[config.mk]
export PLATFORM = sky130hd
export DESIGN_NAME = sorted_group_aggregate
export DESIGN_NICKNAME = d
export VERILOG_FILES = /design/src/rtl/core/sga_pkg.sv /design/src/rtl/core/sga_div.sv /design/src/rtl/core/sga_dp.sv /design/src/rtl/core/sga_ctrl.sv /design/src/rtl/core/sorted_group_aggregate.sv
export SDC_FILE = /design/constraint.sdc
export NUM_CORES = 1
export LEC_CHECK = 0
export BUFFER_PORTS_ARGS = -buffer_cell sky130_fd_sc_hd__buf_2
export CAP_MARGIN = 0
export CORE_UTILIZATION = 60
export CTS_CLUSTER_DIAMETER = 40
export DETAILED_ROUTE_END_ITERATION = 6
export HOLD_SLACK_MARGIN = 0.1
export PLACE_DENSITY_LB_ADDON = 0.1
export SYNTH_ARGS = -nofsm -noshare
export SYNTH_HDL_FRONTEND = slang
export SYNTH_SLANG_ARGS = --single-unit
[constraint.sdc]
create_clock -name clk -period 13.3 [get_ports clk]
set_input_delay 2.66 -clock clk [delete_from_list [all_inputs] [get_ports clk]]
set_output_delay 2.66 -clock clk [all_outputs]
set_load 0.05 [all_outputs]
[src/rtl/core/sga_pkg.sv]
package sga_pkg;

  // Table bound: counts saturate here and positions at one below it
  localparam int MAX_RECORDS = 65536;

  localparam int KEY_W = 32;
  localparam int VAL_W = 32;
  localparam int POS_W = 16;
  localparam int CNT_W = 17;

  localparam logic [CNT_W-1:0] CNT_MAX = CNT_W'(MAX_RECORDS);
  localparam logic [CNT_W-1:0] IDX_LIM = CNT_W'(MAX_RECORDS - 1);
  localparam logic [POS_W-1:0] POS_MAX = POS_W'(MAX_RECORDS - 1);

  localparam int IN_DATA_W  = 64;
  localparam int OUT_DATA_W = 104;

  localparam int DIV_STEPS = VAL_W;
  localparam int DIV_CNT_W = $clog2(DIV_STEPS);

  typedef enum logic [1:0] {
    MODE_MAX = 2'd0,
    MODE_MIN = 2'd1,
    MODE_SUM = 2'd2,
    MODE_AVG = 2'd3
  } mode_t;

  typedef enum logic [1:0] {
    ST_IDLE,
    ST_DIV_GO,
    ST_DIV_WAIT,
    ST_LOAD
  } fsm_t;

  // Which closed-group snapshot feeds the divider and the output stage
  typedef enum logic {
    SNAP_CLOSE = 1'b0,
    SNAP_FINAL = 1'b1
  } snap_t;

  typedef struct packed {
    logic  accept;
    logic  div_start;
    logic  out_load;
    snap_t sel;
  } sga_cmd_t;

  typedef struct packed {
    logic close;
    logic eot;
    logic avg;
    logic slot_free;
    logic div_done;
  } sga_sts_t;

endpackage

[src/rtl/core/sga_div.sv]
module sga_div (
  input  logic                                clk,
  input  logic                                rst_n,
  input  logic                                start,
  input  logic signed [sga_pkg::VAL_W-1:0]    dividend,
  input  logic        [sga_pkg::CNT_W-1:0]    divisor,
  output logic                                done,
  output logic signed [sga_pkg::VAL_W-1:0]    quotient
);

  logic                             busy_r, busy_nxt;
  logic [sga_pkg::DIV_CNT_W-1:0]    step_r, step_nxt;
  logic                             neg_r, neg_nxt;
  logic [sga_pkg::VAL_W-1:0]        mag_r, mag_nxt;
  logic [sga_pkg::CNT_W-1:0]        rem_r, rem_nxt;
  logic [sga_pkg::CNT_W-1:0]        div_r, div_nxt;
  logic [sga_pkg::CNT_W:0]          rem_sh;
  logic [sga_pkg::CNT_W:0]          rem_diff;
  logic                             q_bit;

  localparam logic [sga_pkg::DIV_CNT_W-1:0] LAST_STEP =
    sga_pkg::DIV_CNT_W'(sga_pkg::DIV_STEPS - 1);

  // One restoring step a cycle: shift in the next dividend bit, try subtract
  assign rem_sh   = {rem_r, mag_r[sga_pkg::VAL_W-1]};
  assign rem_diff = rem_sh - {1'b0, div_r};
  assign q_bit    = (rem_sh >= {1'b0, div_r});

  always_comb begin
    busy_nxt = busy_r;
    step_nxt = step_r;
    neg_nxt  = neg_r;
    mag_nxt  = mag_r;
    rem_nxt  = rem_r;
    div_nxt  = div_r;
    if (start) begin
      busy_nxt = 1'b1;
      step_nxt = '0;
      neg_nxt  = dividend[sga_pkg::VAL_W-1];
      mag_nxt  = dividend[sga_pkg::VAL_W-1] ? (~dividend + 1'b1) : dividend;
      rem_nxt  = '0;
      div_nxt  = divisor;
    end else if (busy_r) begin
      mag_nxt  = {mag_r[sga_pkg::VAL_W-2:0], q_bit};
      rem_nxt  = q_bit ? rem_diff[sga_pkg::CNT_W-1:0] : rem_sh[sga_pkg::CNT_W-1:0];
      step_nxt = step_r + 1'b1;
      if (step_r == LAST_STEP) begin
        busy_nxt = 1'b0;
      end
    end
  end

  always_ff @(posedge clk) begin
    if (!rst_n) begin
      busy_r <= 1'b0;
      step_r <= '0;
    end else begin
      busy_r <= busy_nxt;
      step_r <= step_nxt;
    end
    neg_r <= neg_nxt;
    mag_r <= mag_nxt;
    rem_r <= rem_nxt;
    div_r <= div_nxt;
  end

  assign done     = busy_r && (step_r == LAST_STEP);
  assign quotient = neg_r ? $signed(~mag_r + 1'b1) : $signed(mag_r);

endmodule

[src/rtl/core/sga_dp.sv]
module sga_dp (
  input  logic                                  clk,
  input  logic                                  rst_n,
  input  sga_pkg::sga_cmd_t                     cmd,
  output sga_pkg::sga_sts_t                     sts,
  input  logic                                  cfg_valid,
  input  logic [1:0]                            cfg_data,
  input  logic [sga_pkg::IN_DATA_W-1:0]         in_tdata,
  input  logic                                  in_tlast,
  output logic                                  out_tvalid,
  input  logic                                  out_tready,
  output logic [sga_pkg::OUT_DATA_W-1:0]        out_tdata,
  output logic                                  out_tlast
);

  sga_pkg::mode_t mode_r;

  // Open group
  logic                              have_r, have_nxt;
  logic signed [sga_pkg::KEY_W-1:0]  key_r, key_nxt;
  logic        [sga_pkg::CNT_W-1:0]  idx_r, idx_nxt;
  logic        [sga_pkg::POS_W-1:0]  first_r, first_nxt;
  logic        [sga_pkg::CNT_W-1:0]  size_r, size_nxt;
  logic signed [sga_pkg::VAL_W-1:0]  agg_r, agg_nxt;

  // Snapshots of closed groups, indexed by snap_t
  logic signed [sga_pkg::KEY_W-1:0]  snap_key_r   [2];
  logic        [sga_pkg::POS_W-1:0]  snap_first_r [2];
  logic        [sga_pkg::CNT_W-1:0]  snap_size_r  [2];
  logic signed [sga_pkg::VAL_W-1:0]  snap_agg_r   [2];

  logic                              out_valid_r;
  logic [sga_pkg::OUT_DATA_W-1:0]    out_data_r;
  logic                              out_last_r;

  logic signed [sga_pkg::KEY_W-1:0]  in_key;
  logic signed [sga_pkg::VAL_W-1:0]  in_val;
  logic                              close;
  logic        [sga_pkg::POS_W-1:0]  upd_first;
  logic        [sga_pkg::CNT_W-1:0]  upd_size;
  logic signed [sga_pkg::VAL_W-1:0]  upd_agg;
  logic signed [sga_pkg::VAL_W-1:0]  res_agg;
  logic                              div_done;
  logic signed [sga_pkg::VAL_W-1:0]  quotient;

  assign in_key = in_tdata[sga_pkg::KEY_W-1:0];
  assign in_val = in_tdata[sga_pkg::KEY_W +: sga_pkg::VAL_W];
  assign close  = have_r && (in_key != key_r);

  always_ff @(posedge clk) begin
    if (!rst_n) begin
      mode_r <= sga_pkg::MODE_MAX;
    end else if (cfg_valid) begin
      mode_r <= sga_pkg::mode_t'(cfg_data);
    end
  end

  // Group with this record folded in
  always_comb begin
    if (!have_r || close) begin
      upd_first = (idx_r < sga_pkg::IDX_LIM) ? idx_r[sga_pkg::POS_W-1:0] : sga_pkg::POS_MAX;
      upd_size  = sga_pkg::CNT_W'(1);
      upd_agg   = in_val;
    end else begin
      upd_first = first_r;
      upd_size  = (size_r < sga_pkg::CNT_MAX) ? size_r + 1'b1 : size_r;
      case (mode_r) inside
        sga_pkg::MODE_MAX:           upd_agg = (in_val > agg_r) ? in_val : agg_r;
        sga_pkg::MODE_MIN:           upd_agg = (in_val < agg_r) ? in_val : agg_r;
        sga_pkg::MODE_SUM,
        sga_pkg::MODE_AVG:           upd_agg = agg_r + in_val;
        default:                     upd_agg = agg_r;
      endcase
    end
  end

  always_comb begin
    have_nxt  = have_r;
    key_nxt   = key_r;
    idx_nxt   = idx_r;
    first_nxt = first_r;
    size_nxt  = size_r;
    agg_nxt   = agg_r;
    if (cmd.accept) begin
      if (in_tlast) begin
        have_nxt  = 1'b0;
        key_nxt   = '0;
        idx_nxt   = '0;
        first_nxt = '0;
        size_nxt  = '0;
        agg_nxt   = '0;
      end else begin
        have_nxt  = 1'b1;
        key_nxt   = in_key;
        idx_nxt   = (idx_r < sga_pkg::CNT_MAX) ? idx_r + 1'b1 : idx_r;
        first_nxt = upd_first;
        size_nxt  = upd_size;
        agg_nxt   = upd_agg;
      end
    end
  end

  always_ff @(posedge clk) begin
    if (!rst_n) begin
      have_r  <= 1'b0;
      key_r   <= '0;
      idx_r   <= '0;
      first_r <= '0;
      size_r  <= '0;
      agg_r   <= '0;
    end else begin
      have_r  <= have_nxt;
      key_r   <= key_nxt;
      idx_r   <= idx_nxt;
      first_r <= first_nxt;
      size_r  <= size_nxt;
      agg_r   <= agg_nxt;
    end
  end

  always_ff @(posedge clk) begin
    if (cmd.accept && close) begin
      snap_key_r[sga_pkg::SNAP_CLOSE]   <= key_r;
      snap_first_r[sga_pkg::SNAP_CLOSE] <= first_r;
      snap_size_r[sga_pkg::SNAP_CLOSE]  <= size_r;
      snap_agg_r[sga_pkg::SNAP_CLOSE]   <= agg_r;
    end
    if (cmd.accept && in_tlast) begin
      snap_key_r[sga_pkg::SNAP_FINAL]   <= in_key;
      snap_first_r[sga_pkg::SNAP_FINAL] <= upd_first;
      snap_size_r[sga_pkg::SNAP_FINAL]  <= upd_size;
      snap_agg_r[sga_pkg::SNAP_FINAL]   <= upd_agg;
    end
  end

  sga_div u_div (
    .clk      (clk),
    .rst_n    (rst_n),
    .start    (cmd.div_start),
    .dividend (snap_agg_r[cmd.sel]),
    .divisor  (snap_size_r[cmd.sel]),
    .done     (div_done),
    .quotient (quotient)
  );

  assign res_agg = (mode_r == sga_pkg::MODE_AVG) ? quotient : snap_agg_r[cmd.sel];

  always_ff @(posedge clk) begin
    if (!rst_n) begin
      out_valid_r <= 1'b0;
    end else if (cmd.out_load) begin
      out_valid_r <= 1'b1;
    end else if (out_tready) begin
      out_valid_r <= 1'b0;
    end
    if (cmd.out_load) begin
      out_data_r <= {7'd0, res_agg, snap_size_r[cmd.sel], snap_first_r[cmd.sel],
                     snap_key_r[cmd.sel]};
      out_last_r <= (cmd.sel == sga_pkg::SNAP_FINAL);
    end
  end

  assign out_tvalid = out_valid_r;
  assign out_tdata  = out_data_r;
  assign out_tlast  = out_last_r;

  assign sts.close     = close;
  assign sts.eot       = in_tlast;
  assign sts.avg       = (mode_r == sga_pkg::MODE_AVG);
  assign sts.slot_free = !out_valid_r || out_tready;
  assign sts.div_done  = div_done;

endmodule

[src/rtl/core/sga_ctrl.sv]
module sga_ctrl (
  input  logic               clk,
  input  logic               rst_n,
  input  logic               in_tvalid,
  output logic               in_tready,
  input  sga_pkg::sga_sts_t  sts,
  output sga_pkg::sga_cmd_t  cmd
);

  sga_pkg::fsm_t  state_r, state_nxt;
  sga_pkg::snap_t sel_r, sel_nxt;
  logic           pend_r, pend_nxt;
  logic           accept;

  assign accept = in_tvalid && (state_r == sga_pkg::ST_IDLE);

  // Next state
  always_comb begin
    state_nxt = state_r;
    sel_nxt   = sel_r;
    pend_nxt  = pend_r;
    unique case (state_r)
      sga_pkg::ST_IDLE: begin
        if (accept && (sts.close || sts.eot)) begin
          sel_nxt   = sts.close ? sga_pkg::SNAP_CLOSE : sga_pkg::SNAP_FINAL;
          pend_nxt  = sts.close && sts.eot;
          state_nxt = sts.avg ? sga_pkg::ST_DIV_GO : sga_pkg::ST_LOAD;
        end
      end
      sga_pkg::ST_DIV_GO: begin
        state_nxt = sga_pkg::ST_DIV_WAIT;
      end
      sga_pkg::ST_DIV_WAIT: begin
        if (sts.div_done) begin
          state_nxt = sga_pkg::ST_LOAD;
        end
      end
      sga_pkg::ST_LOAD: begin
        if (sts.slot_free) begin
          if (pend_r) begin
            sel_nxt   = sga_pkg::SNAP_FINAL;
            pend_nxt  = 1'b0;
            state_nxt = sts.avg ? sga_pkg::ST_DIV_GO : sga_pkg::ST_LOAD;
          end else begin
            state_nxt = sga_pkg::ST_IDLE;
          end
        end
      end
      default: state_nxt = sga_pkg::ST_IDLE;
    endcase
  end

  // Outputs
  always_comb begin
    cmd.accept    = 1'b0;
    cmd.div_start = 1'b0;
    cmd.out_load  = 1'b0;
    cmd.sel       = sel_r;
    in_tready     = 1'b0;
    unique case (state_r)
      sga_pkg::ST_IDLE: begin
        in_tready  = 1'b1;
        cmd.accept = in_tvalid;
      end
      sga_pkg::ST_DIV_GO:   cmd.div_start = 1'b1;
      sga_pkg::ST_DIV_WAIT: cmd.div_start = 1'b0;
      sga_pkg::ST_LOAD:     cmd.out_load  = sts.slot_free;
      default:              cmd.out_load  = 1'b0;
    endcase
  end

  always_ff @(posedge clk) begin
    if (!rst_n) begin
      state_r <= sga_pkg::ST_IDLE;
      sel_r   <= sga_pkg::SNAP_CLOSE;
      pend_r  <= 1'b0;
    end else begin
      state_r <= state_nxt;
      sel_r   <= sel_nxt;
      pend_r  <= pend_nxt;
    end
  end

endmodule

[src/rtl/core/sorted_group_aggregate.sv]
// Channel  Direction  Beat contents
// -------  ---------  ---------------------------------------------------------
// in_      slave      tdata: group_key, agg_value; tlast: end_of_table
// out_     master     tdata: out_key, start_position, record_count, aggregate;
//                     tlast: last_group
// cfg_     slave      data: agg_mode (2 bits), no address
//
// A record that neither changes the key nor ends the table is folded in directly,
// so such runs stream at one beat per clock while the controller is idle. A record
// that closes a group stalls the input until each result is loaded, and in average
// mode also while the one-bit-a-cycle divider works out each mean.
// Synchronous active-low reset clears the open group and sets mode to maximum.
// The output register holds a result while out_tready is low; input is taken
// meanwhile and stalls only when a further result finds the register full.
module sorted_group_aggregate (
  input  logic                                 clk,
  input  logic                                 rst_n,
  // configuration write
  input  logic                                 cfg_valid,
  output logic                                 cfg_ready,
  input  logic [1:0]                           cfg_data,   // [1:0] agg_mode
  // records in
  input  logic                                 in_tvalid,
  output logic                                 in_tready,
  input  logic [sga_pkg::IN_DATA_W-1:0]        in_tdata,   // [31:0] group_key,
                                                           // [63:32] agg_value
  input  logic                                 in_tlast,
  // group results out
  output logic                                 out_tvalid,
  input  logic                                 out_tready,
  output logic [sga_pkg::OUT_DATA_W-1:0]       out_tdata,  // [31:0] out_key,
                                                           // [47:32] start_position,
                                                           // [64:48] record_count,
                                                           // [96:65] aggregate,
                                                           // [103:97] zero
  output logic                                 out_tlast
);

  sga_pkg::sga_cmd_t cmd;
  sga_pkg::sga_sts_t sts;

  // Mode writes are always taken; callers write only while idle
  assign cfg_ready = 1'b1;

  sga_ctrl u_ctrl (
    .clk       (clk),
    .rst_n     (rst_n),
    .in_tvalid (in_tvalid),
    .in_tready (in_tready),
    .sts       (sts),
    .cmd       (cmd)
  );

  sga_dp u_dp (
    .clk        (clk),
    .rst_n      (rst_n),
    .cmd        (cmd),
    .sts        (sts),
    .cfg_valid  (cfg_valid),
    .cfg_data   (cfg_data),
    .in_tdata   (in_tdata),
    .in_tlast   (in_tlast),
    .out_tvalid (out_tvalid),
    .out_tready (out_tready),
    .out_tdata  (out_tdata),
    .out_tlast  (out_tlast)
  );

endmodule
# Word-level counts from Yosys, hierarchy flattened
# Memory sizes are Yosys's and may differ from the RTL's. A register that Yosys moved wholly into a read port is not among the register bits.
# Cells that the tools add are included.
# classes
n_mul	0
n_lt_le_gt_ge	6
eq_ne	12
mux	54
n_div	0
addsub	7
n_bitwise	3
shifts	0
n_reduce_logical	24
# op_table
op	count
$mux W32	13
$mux W17	6
$add A32 B1 Y32 const B	2
$not A32 Y32	2
$mux W16	3
$add A17 B1 Y17 const B	2
$lt A17 B17 Y1 const B	2
$add A32 B32 Y32	1
$gt A32 B32 Y1	1
$lt A32 B32 Y1	1
$ne A32 B32 Y1	1
$mux W1	24
$ge A18 B17 Y1	1
$lt A17 B16 Y1 const B	1
$sub A17 B17 Y17	1
$mux W2	5
$eq A2 B2 Y1 const B	4
$pmux W2 S4	1
$reduce_bool A2 Y1	4
$logic_and A1 B1 Y1	7
$ne A2 B1 Y1 const B	3
$reduce_and A3 Y1	2
$add A5 B1 Y5 const B	1
$eq A5 B5 Y1 const B	1
10 further kinds	17
# totals
latchBits	0
out_inout_bits	108
ramBits	194
elab_cells	129
inputBits	72
rom_bits	0
register_bits	293
mem_count	4
# mem_list
memory	words	word_bits	rd	rd_clocked_by_memory_dff	wr	line	source
u_dp.snap_agg_r	2	32	1	1	2	sga_dp.sv:30	logic signed [sga_pkg::VAL_W-1:0] snap_agg_r [2];
u_dp.snap_key_r	2	32	1	1	2	sga_dp.sv:27	logic signed [sga_pkg::KEY_W-1:0] snap_key_r [2];
u_dp.snap_size_r	2	17	1	1	2	sga_dp.sv:29	logic [sga_pkg::CNT_W-1:0] snap_size_r [2];
u_dp.snap_first_r	2	16	1	1	2	sga_dp.sv:28	logic [sga_pkg::POS_W-1:0] snap_first_r [2];

# Longest topological paths before layout
# depth
word_depth	8
ltp_mapped	16
mapped_depth_nobuf	12

# Hierarchy
# From an unflattened synthesis, not the netlist that was laid out.
# unflattened
hier_cells	2328
area_unflattened_um2	25239.2
# modules_own_cells
module	cells_each	seq_area_each_um2	n_inst	area_each_um2
sga_dp	1758	11130.7	1	20014.2
sga_div	541	1961.9	1	4973.5
sga_ctrl	27	80.1	1	240.2
sorted_group_aggregate	2	0.0	1	11.3

# Worst setup path after synthesis
# Ideal clock, no wire load.
# synth_timing
path_type	input -> register
start	in in_tvalid
end	mem u_dp.snap_agg_r[0][0] (netlist name) (enable)
n_path_buf	2
setup_ps	672
required_ps	12628
path_stages	4
arrival_ps	9725
path_slack_ps	2902
path_cell_list	nand2_1 clkbuf_1 clkbuf_1 nor3_1
# synth_lines
element	line	source
start: declaration	sorted_group_aggregate.sv:23	input logic in_tvalid,
end: declaration	sga_dp.sv:30	

==> impl_metrics.json <==
{
  "final_common_cell": "edfxtp_1",
  "required_ps": 13760,
  "core_mm2": 0.0398,
  "maxSlewViolCount": 0,
  "min_from": "u_dp.first_r[7]",
  "drv_cap": 0,
  "startpoint_type": "input pin",
  "dp_slack_ps": 6580,
  "p_sw_mw": 1.88,
  "num-fill-cells": 2928,
  "io-pin-count": 180,
  "grt_usage": 0.291,
  "clock_sinks": 488,
  "reg2reg_depth": 10,
  "initial_utilization": 0.610,
  "power_frac_comb": 0.291,
  "min_to": "u_dp.snap_first_r[0][7]",
  "grt_pass1_wl_mm": 94.0,
  "worstHoldPathType": "flop to flop",
  "drt-total-wl_mm": 59.7,
  "drive_gt1_frac": 0.188,
  "power_frac_clock": 0.323,
  "leakage_nw": 10.2,
  "hold_viol": 0,
  "antenna_found_initial": 11,
  "clock-skew-final_ps": 35.1,
  "routedLengthMet1_mm": 25.6,
  "cts_htree_levels": 3,
  "cts_buffers": 68,
  "fin_ws_ps": 7110,
  "grt_pass1_vias": 17200,
  "slew_headroom": 0.224,
  "num_vias": 17600,
  "arrival_ps": 6650,
  "clockBufferDepth": 3,
  "yosys_warnings": 0,
  "ant_nets": 0,
  "dieArea_mm2": 0.0413,
  "hpwl_mm": 39.1,
  "tns_ps": 0,
  "swShare": 0.341,
  "layout_common_cells": "342 x edfxtp_1, 208 x nor2_1, 171 x buf_2, 160 x a21oi_1, 144 x dfxtp_1",
  "synth_area_mm2": 0.0243,
  "wl_per_cell_um": 20.4,
  "top_layer_used": "met5",
  "synthCells": 2180,
  "cts_setup_buffers": 0,
  "grt_overflow": 0,
  "cts_resized": 0,
  "ys_seq_area_frac": 0.543,
  "max_freq_ghz": 0.162,
  "die_h_um": 203,
  "ys_seq_elements": 488,
  "holdPathStages": 0,
  "io_buffer_count": 171,
  "finalCritPeriodShare": 0.465,
  "p_int_mw": 3.64,
  "multiInputGateArea_mm2": 0.0103,
  "die_w_um": 203,
  "drc": 0,
  "r2r_start": "u_dp.key_r[1]",
  "cts_tree": "built",
  "min_period_ps": 6190,
  "synthDistinctLibCells": 88,
  "ff2ff_setup_slack_ps": 8930,
  "grt_max_degree": 78,
  "crit_fanout": 36,
  "synth_edf_count": 342,
  "viasPerCell": 6.01,
  "endpoint_kind": "flop",
  "path_clk_slew_ps": 60,
  "wl_met2_mm": 28.7,
  "clk_latency_ps": 600,
  "dr.pass1.iters": 6,
  "nNetsFinal": 2498,
  "drtIter0Drc": 1242,
  "ir_drop_mv": 0.157,
  "status": "finished, final reports clean",
  "gp_congestion": 0.903,
  "wl_met3_mm": 4.07,
  "crit_type": "input pin to flop",
  "setup_viol": 0,
  "rsz0062_at_grt": "no",
  "seqPwrFrac": 0.387,
  "synthFlopType": "edfxtp_1",
  "area.growth.synth_to_final_pct": 14.6,
  "tightest_slew_ps": 1150,
  "num_rows": 73,
  "clockRootBuffer": "clkbuf_16",
  "async_flop_share": 0,
  "regArea_mm2": 0.0132,
  "syn_avg_cell_area_um2": 11.1,
  "cts_hold_buffers": 0,
  "r2r-end": "u_dp.snap_agg_r[1][25]",
  "power_density_mw_per_mm2": 198
}
## layer usage
layer	global-route usage	up-vias
met5	0	-
met4	0.0956	12
met3	0.0620	100
met2	0.478	575
met1	0.386	8506
li1	-	8361
## sequential cells by signal (all words and copies together), names as in the netlist, 2 cells and up, named ones only
register,cells
u_ctrl.state_r,2
u_dp.agg_r,32
u_dp.first_r,16
u_dp.idx_r,17
u_dp.key_r,32
u_dp.mode_r,2
u_dp.out_tdata,97
u_dp.size_r,17
u_dp.snap_agg_r,64
u_dp.snap_first_r,32
u_dp.snap_key_r,64
u_dp.snap_size_r,34
u_dp.u_div.div_r,17
u_dp.u_div.mag_r,32
u_dp.u_div.rem_r,17
u_dp.u_div.step_r,5
## how the worst max path moves through the flow
stage / slack (ps) / endpoint / start / cells after the start
global route: 6850 / u_dp.snap_agg_r[1][25] / in_tdata[6] / 11
global placement: 6700 / u_dp.snap_agg_r[1][25] / in_tdata[6] / 11
detailed placement: 6580 / u_dp.agg_r[25] / in_tdata[6] / 11
finish: 7110 / u_dp.snap_agg_r[1][25] / in_tdata[6] / 11
CTS: 7200 / u_dp.snap_agg_r[1][25] / in_tdata[6] / 11
floorplan: 2900 / u_dp.snap_agg_r[0][0] / in_tvalid / 4
## worst max-delay path, stage by stage
cell	delay, ps
buf_2	120
xnor2_1	180
nand4_1	160
nor4_1	700
nor4b_2	510
buf_4	510
nand2_1	800
or3_1	620
mux2i_1	140
a311oi_1	80
nand3_1	140
## logic make-up after synthesis
| group | count (synthesis) | synth area share |
|---|---|---|
| compound gates | 488 | 0.133 |
| flops | 488 | 0.543 |
| xor+xnor | 148 | 0.0534 |
| other cells | 2 | 0.000309 |
| buf+inv | 212 | 0.0360 |
| mux | 142 | 0.0640 |
| simple gates | 608 | 0.122 |
| fa+ha+maj | 92 | 0.0480 |
## cells in the mapped netlist (all sizes together), types with 5 or more instances
library cell  count  area, um^2
nand3            28         140
or2               7        43.8
nand2           144         541
buf              42         235
nor4             20         125
a211oi           17         128
xor2             62         543
a21boi            5        37.5
o211a             6        60.1
and3             14        87.6
a22o             29         254
nor3             37         205
or4               6        48.8
or3              21         141
edfxtp          342       10300
dfxtp           146        2920
o211ai           14         105
a221o             6        60.1
a21oi           161         810
xnor2            86         753
mux2            102        1150
ha               90        1130
inv              94         353
o221ai            9        78.8
nand3b           37         278
nor3b             5        37.5
o31ai            21         176
clkbuf           75         283
o21bai            8        60.1
nor2            211         795
o41ai             5        51.3
nand4            18         113
nand2b           16         100
o21ai            74         370
o22ai            10        62.6
a22oi            42         315
and2             14        87.6
a31oi            23         144
mux2i            40         400
o22a              8        70.1
nor2b            21         131
a21o              5        37.5
## stage by stage
stage	instance area [um^2]	utilization	std cells	power, mW	hold WS (ps)
3_5_place_dp	25500	0.641	2789	3.74	446
5_1_grt	27800	0.698	2918	5.78	468
6_report	27800	0.698	2919	5.51	461
2_1_floorplan	24300	-	2186	3.35	406
3_3_place_gp	25500	0.641	2789	3.70	436
4_1_cts	27800	0.698	2914	5.53	459
## cell type report
type                            count  share of cell area
Inverter                           95              0.0128
Multi-Input combinational cell   1486               0.370
Clock buffer                       78              0.0640
Sequential cell                   488               0.474
Clock inverter                     47              0.0175
Tap cell                          525              0.0236
Antenna cell                        5            0.000450
Timing Repair Buffer              195              0.0372
## power groups by stage
stage                     Clock (mW)  Sequential (mW)  Combinational (mW)
after floorplan                    0             2.22                1.13
after global placement             0             2.15                1.55
after detailed placement           0             2.16                1.58
after CTS                       1.81             2.13                1.60
after global routing            1.87             2.16                1.75
final                           1.78             2.13                1.60
Note: power is estimated with default switching activity, not from simulation.
